`config.mk`:
```
export PLATFORM = sky130hd
export DESIGN_NAME = circular_deque_core
export DESIGN_NICKNAME = d
export VERILOG_FILES = /design/src/hw/rtl/cdq_pkg.sv /design/src/hw/rtl/cdq_cell.sv /design/src/hw/rtl/circular_deque_core.sv
export SDC_FILE = /design/constraint.sdc
export NUM_CORES = 1
export LEC_CHECK = 0
export ABC_AREA = 1
export BUFFER_PORTS_ARGS = -buffer_cell sky130_fd_sc_hd__buf_2
export CORE_ASPECT_RATIO = 1.5
export CORE_MARGIN = 1.5
export CORE_UTILIZATION = 50
export DETAILED_ROUTE_END_ITERATION = 8
export PLACE_DENSITY = 0.66
export REMOVE_ABC_BUFFERS = 1
export SETUP_SLACK_MARGIN = 0.1
export SLEW_MARGIN = 10
export SYNTH_ARGS = -nofsm -noshare
export SYNTH_HDL_FRONTEND = slang
export SYNTH_SLANG_ARGS = --single-unit
```
`constraint.sdc`:
```
create_clock -name clk -period 4.8 [get_ports clk]
set_input_delay 0.96 -clock clk [delete_from_list [all_inputs] [get_ports clk]]
set_output_delay 0.96 -clock clk [all_outputs]
set_load 0.1 [all_outputs]
```
`src/hw/rtl/cdq_pkg.sv`:
```
// shared constants, codes and types for the deque core
package cdq_pkg;

  localparam int DEPTH  = 16;
  localparam int DATA_W = 32;
  localparam int CNT_W  = $clog2(DEPTH + 1);

  localparam logic [1:0] KIND_PUSH_FRONT = 2'd0;
  localparam logic [1:0] KIND_PUSH_REAR  = 2'd1;
  localparam logic [1:0] KIND_POP_FRONT  = 2'd2;
  localparam logic [1:0] KIND_POP_REAR   = 2'd3;

  localparam logic [1:0] ST_DONE      = 2'd0;
  localparam logic [1:0] ST_OVERFLOW  = 2'd1;
  localparam logic [1:0] ST_UNDERFLOW = 2'd2;

  // per-cycle command broadcast to every cell of the row
  typedef struct packed {
    logic shift_in;   // push front: take the left neighbour's entry
    logic shift_out;  // pop front: take the right neighbour's entry
    logic load_rear;  // push rear: first empty cell takes the new value
    logic drop_rear;  // pop rear: last occupied cell empties
  } cdq_cmd_t;

endpackage

```
`src/hw/rtl/cdq_cell.sv`:
```
// one storage cell of the deque row
module cdq_cell
  import cdq_pkg::*;
(
  input  logic              clk,
  input  logic              rst_n,
  input  cdq_cmd_t          cmd,
  input  logic [DATA_W-1:0] push_value,
  input  logic [DATA_W-1:0] left_data,
  input  logic              left_valid,
  input  logic [DATA_W-1:0] right_data,
  input  logic              right_valid,
  output logic [DATA_W-1:0] data,
  output logic              valid,
  output logic [DATA_W-1:0] rear_data
);

  logic [DATA_W-1:0] data_r, data_nxt;
  logic              valid_r, valid_nxt;
  logic              is_rear;

  // last occupied cell of the row
  assign is_rear = valid_r & ~right_valid;

  always_comb begin
    data_nxt  = data_r;
    valid_nxt = valid_r;
    if (cmd.shift_in) begin
      data_nxt  = left_data;
      valid_nxt = left_valid;
    end else if (cmd.shift_out) begin
      data_nxt  = right_data;
      valid_nxt = right_valid;
    end else if (cmd.load_rear) begin
      if (!valid_r && left_valid) begin
        data_nxt  = push_value;
        valid_nxt = 1'b1;
      end
    end else if (cmd.drop_rear) begin
      if (is_rear) valid_nxt = 1'b0;
    end
  end

  always_ff @(posedge clk) begin
    if (!rst_n) begin
      valid_r <= 1'b0;
    end else begin
      valid_r <= valid_nxt;
    end
  end

  always_ff @(posedge clk) begin
    data_r <= data_nxt;
  end

  assign data      = data_r;
  assign valid     = valid_r;
  assign rear_data = is_rear ? data_r : '0;

endmodule

```
`src/hw/rtl/circular_deque_core.sv`:
```
// deque core: a row of shifting cells with front at cell 0 and rear at the last valid cell
// latency: the result of a beat taken at one edge is shown with out_valid in the next cycle
// throughput: one operation every cycle, busy never rises; each op is one row update
// the receiver cannot stall, so every result shows for exactly one cycle
// reset (rst_n low, synchronous) empties the queue: cell valid bits and count clear
// cell data are not reset and are only read once written
module circular_deque_core
  import cdq_pkg::*;
(
  input  logic                     clk,
  input  logic                     rst_n,
  input  logic                     start,
  output logic                     busy,
  input  logic [1:0]               in_kind,
  input  logic signed [DATA_W-1:0] in_push_value,
  output logic                     out_valid,
  output logic signed [DATA_W-1:0] out_pop_value,
  output logic [1:0]               out_status,
  output logic [CNT_W-1:0]         out_occupancy
);

  // row wiring: one slot per cell, neighbours at the ends are tied off below
  logic [DATA_W-1:0] cell_data  [DEPTH];
  logic              cell_valid [DEPTH];
  logic [DATA_W-1:0] cell_rear  [DEPTH];

  logic              accept;
  logic              full, empty;
  logic              is_push;
  cdq_cmd_t          cmd;
  logic [DATA_W-1:0] rear_value;

  logic [CNT_W-1:0]  cnt_r, cnt_nxt;
  logic              out_valid_r;
  logic [DATA_W-1:0] out_pop_value_r, out_pop_value_nxt;
  logic [1:0]        out_status_r, out_status_nxt;

  // one beat per cycle, the core never holds the sender off
  assign busy   = 1'b0;
  assign accept = start & ~busy;

  assign full    = (cnt_r == CNT_W'(DEPTH));
  assign empty   = (cnt_r == '0);
  assign is_push = (in_kind == KIND_PUSH_FRONT) || (in_kind == KIND_PUSH_REAR);

  // decode the beat into a row command; refused ops leave the row untouched
  always_comb begin
    cmd               = '0;
    cnt_nxt           = cnt_r;
    out_pop_value_nxt = '0;
    out_status_nxt    = ST_DONE;
    if (accept) begin
      if (is_push) begin
        if (full) begin
          out_status_nxt = ST_OVERFLOW;
        end else begin
          cmd.shift_in  = (in_kind == KIND_PUSH_FRONT);
          cmd.load_rear = (in_kind == KIND_PUSH_REAR);
          cnt_nxt       = cnt_r + CNT_W'(1);
        end
      end else begin
        if (empty) begin
          out_status_nxt    = ST_UNDERFLOW;
          out_pop_value_nxt = '1;
        end else begin
          cmd.shift_out     = (in_kind == KIND_POP_FRONT);
          cmd.drop_rear     = (in_kind == KIND_POP_REAR);
          out_pop_value_nxt = (in_kind == KIND_POP_FRONT) ? cell_data[0] : rear_value;
          cnt_nxt           = cnt_r - CNT_W'(1);
        end
      end
    end
  end

  // the row of cells; end neighbours are tied off
  for (genvar i = 0; i < DEPTH; i++) begin : g_cell
    logic [DATA_W-1:0] l_data, r_data;
    logic              l_valid, r_valid;

    if (i == 0) begin : g_first
      // new front value enters here; cell 0 always sees an occupied left side
      assign l_data  = in_push_value;
      assign l_valid = 1'b1;
    end else begin : g_inner_l
      assign l_data  = cell_data[i-1];
      assign l_valid = cell_valid[i-1];
    end

    if (i == DEPTH - 1) begin : g_last
      assign r_data  = '0;
      assign r_valid = 1'b0;
    end else begin : g_inner_r
      assign r_data  = cell_data[i+1];
      assign r_valid = cell_valid[i+1];
    end

    cdq_cell u_cell (
      .clk         (clk),
      .rst_n       (rst_n),
      .cmd         (cmd),
      .push_value  (in_push_value),
      .left_data   (l_data),
      .left_valid  (l_valid),
      .right_data  (r_data),
      .right_valid (r_valid),
      .data        (cell_data[i]),
      .valid       (cell_valid[i]),
      .rear_data   (cell_rear[i])
    );
  end

  // at most one cell flags itself as rear (none when empty), so an or over the row picks it
  always_comb begin
    rear_value = '0;
    for (int i = 0; i < DEPTH; i++) begin
      rear_value = rear_value | cell_rear[i];
    end
  end

  always_ff @(posedge clk) begin
    if (!rst_n) begin
      cnt_r       <= '0;
      out_valid_r <= 1'b0;
    end else begin
      cnt_r       <= cnt_nxt;
      out_valid_r <= accept;
    end
  end

  // result payload, only meaningful while out_valid is high
  always_ff @(posedge clk) begin
    out_pop_value_r <= out_pop_value_nxt;
    out_status_r    <= out_status_nxt;
  end

  assign out_valid     = out_valid_r;
  assign out_pop_value = out_pop_value_r;
  assign out_status    = out_status_r;
  assign out_occupancy = cnt_r;

endmodule

```
==> metrics.yaml <==
run_status:
  status: "finished, final reports clean"
grt:
  grt_overflow: 0
  grt_pass1_vias: 24390
  grt_max_degree: 128
  grt_pass1_wl_um: 148400
  antenna_found_initial: 1
  grtUsageTotal_pct: 33.24
setup_path:
  r2r_setup_slack_ns: 1.55
  r2r-start: "out_occupancy[0]$_SDFFE_PN0P_"
  crit_fanout: 38
  endpoint: "g_cell[14].u_cell.data[1]$_DFFE_PP_"
  worstPathArrival_ns: 3.61
  r2r.worst_path.cells: 7
  crit_chain: "nor2_4 -> nand3_4 -> nand2_8 -> nand2_2 -> inv_4 -> o21ai_4 -> buf_4"
  max_stage_delay_ns: 0.70
  r2r_end: "g_cell[14].u_cell.data[1]$_DFFE_PP_"
  crit_start: "out_occupancy[0]$_SDFFE_PN0P_"
  worstPathRequired_ns: 5.16
  cp_slowest_cell: "inv_4"
  endpoint_kind: "register"
  critPathLaunchType: "register"
  path_class: "reg2reg"
power:
  power_density_nw_per_um2: 448.9
  p_total_mw: 14.36
  p_leak_nw: 12.10
  ir_worst_vdd_mv: 0.3177
cts:
  clk_pin_slew_ns: 0.06
  cts_made_buffers: 55
  clock-sinks: 568
  root_buffer: "clkbuf_16"
  cts_tree: "yes"
  htree_levels: 2
  ctsHoldBuffers: 0
  clockBufferDepth: 3
  cts_setup_buffers: 0
  insertion_delay_ns: 0.64
  post_cts_resized: 0
detailed_routing:
  drt-initial-drc-count: 3257
  wl_per_cell_um: 24.46
  vias: 25150
  viasPerCell: 6.221
  drc: 0
  dr.pass1.iters: 5
  final_antenna_net_count: 0
  drt-total-wl_um: 98890
sta:
  hold_violations: 0
  fin_hold_ws_ns: 0.5639
  finalWorstSetupSlack_ns: 1.550
  max_slew.worst_pin.slew_ns: 1.280
  max_freq_ghz: 0.3077
  slew_viol_final: 0
  layout_min_cycle_time_ns: 3.250
  setup_viol: 0
  clock_skew_ns: 0.03073
  max-slew-margin-rel_pct: 14.32
  rsz0062_at_grt: "false"
  post-route-period-util_pct: 67.70
floorplanning:
  top_level_ports: 78
  die-area_um2: 59720
  initial_core_util_pct: 50.46
  core_um2: 57700
  die_x_um: 200.0
  die_h_um: 298.5
  rows: 108
yosys:
  synth_cell_types: 34
  syn_area_per_cell_um2: 8.928
  yosysTopAreaCell: "edfxtp_1"
  synth_area_leaders: "edfxtp_1 (53%), nand2_1 (14%), o21ai_0 (5.0%), o211ai_1 (4.2%), nand3_1 (4.0%)"
  synth_ff_type: "edfxtp_1"
  synth_top_area_share_pct: 52.81
  async_reset_ff_share_pct: 0
  ys_ff_latch: 568
  ys_warn_count: 0
  syn_area_um2: 29120
  synth_edf_count: 512
  ys_seq_area_share_pct: 56.66
  syn_inst: 3261
place:
  gp_congestion: 0.8997
  place_ws_ns: 0.9936
  dpl_cell_area_um2: 30070
  hpwl_um: 57110
  io_buffers: 76
cells_and_area:
  layout_common_cells: "nand2_1 (1,058), edfxtp_1 (512), inv_1 (281)"
  mostFrequentLayoutCell: "nand2_1"
  final_area_um2: 31980
  drive_gt1_share_pct: 9.263
  nNetsFinal: 3267
  syn_to_final_growth_pct: 9.854
worst_hold_path:
  hold_path.class: "reg2reg"
  worstHoldPathCells: 1
flow_run:
  drv_cap: 0
worst max-delay path: cells and delay by family (launching register included):
kind	cells	cell delay (ns)
AND/OR/NAND/NOR	4	0.80
buffers and inverters	2	1.12
flip-flops	1	0.38
AO/OA/AOI/OAI	1	0.60
kinds of logic after synthesis:
kind of cell | share of synthesized area (%)
AO/OA/AOI/OAI | 13.91
XOR/XNOR | 0.1203
adder cells (fa/ha/maj) | 0.1977
buffers and inverters | 7.581
flip-flops | 56.66
other | 0.01288
AND/OR/NAND/NOR | 21.53
through the flow:
stage          setup TNS (ns)  utilization [%]  cells
2_1_floorplan        -1378.29                -   3040
3_3_place_gp                0            52.11   3939
3_5_place_dp                0            52.11   3939
4_1_cts                     0            55.43   4041
5_1_grt                     0            55.43   4041
6_report                    0            55.43   4042
area by class of cell:
class	count	area, um2
fill	5241	25720
sequential	568	16500
multi-input combinational	2181	10670
clock buffer	67	1421
inverter	291	1110
tap	770	963.4
timing repair buffer	129	828.3
clock inverter	35	493.0
antenna	1	2.502
metal layers:
metal / GRT usage [%] / share of wire (%) / vias up
li1: - / - / 11120
met1: 43.97 / 37 / 12000
met2: 52.10 / 46 / 1672
met3: 5.981 / 11 / 350
met4: 17.44 / 6.0 / 2
met5: 0 / 0.013 / -
state kept, by name, indices dropped and copies added (netlist names):
register / cells
out_occupancy: 5
out_pop_value: 32
g_cell.u_cell.data: 512
g_cell.u_cell.valid: 16
out_valid: 1
out_status: 2
synth_stat cells (2+ instances only):
| cell | number |
|---|---|
| a21oi_1 | 58 |
| buf_1 | 4 |
| buf_2 | 121 |
| buf_4 | 4 |
| buf_6 | 14 |
| clkbuf_1 | 77 |
| dfxtp_1 | 56 |
| edfxtp_1 | 512 |
| ha_1 | 3 |
| inv_1 | 281 |
| inv_2 | 9 |
| nand2_1 | 1065 |
| nand2_2 | 28 |
| nand2_4 | 9 |
| nand3_1 | 235 |
| nand4_1 | 18 |
| nor2_1 | 162 |
| nor2_2 | 4 |
| nor2_4 | 3 |
| o211ai_1 | 164 |
| o211ai_2 | 3 |
| o21ai_0 | 293 |
| o21ai_1 | 24 |
| o221ai_1 | 101 |
| o22ai_1 | 2 |
| xnor2_1 | 2 |
| xor2_1 | 2 |
report_power, final:
part / total [mW] / leakage, nW / internal [mW] / switching [mW]
combinational: 3.23 / 5.92 / 0.735 / 2.49
sequential: 6.41 / 5.25 / 6.11 / 0.298
clock: 4.72 / 0.924 / 2.67 / 2.05
total: 14.4 / 12.1 / 9.52 / 4.84
how the worst min path moves through the flow:
| stage | start | slack, ns | endpoint |
|---|---|---|---|
| 2_1_floorplan | g_cell[0].u_cell.valid$_SDFFE_PN0P_ | 0.47 | g_cell[0].u_cell.valid$_SDFFE_PN0P_ |
| 3_3_place_gp | out_occupancy[0]$_SDFFE_PN0P_ | 0.54 | out_occupancy[0]$_SDFFE_PN0P_ |
| 3_5_place_dp | out_occupancy[0]$_SDFFE_PN0P_ | 0.54 | out_occupancy[0]$_SDFFE_PN0P_ |
| 4_1_cts | g_cell[0].u_cell.valid$_SDFFE_PN0P_ | 0.56 | g_cell[0].u_cell.valid$_SDFFE_PN0P_ |
| 5_1_grt | g_cell[15].u_cell.data[21]$_DFFE_PP_ | 0.60 | g_cell[14].u_cell.data[21]$_DFFE_PP_ |
| 6_report | out_occupancy[0]$_SDFFE_PN0P_ | 0.56 | out_occupancy[0]$_SDFFE_PN0P_ |
(Power assumes the default switching activity.)
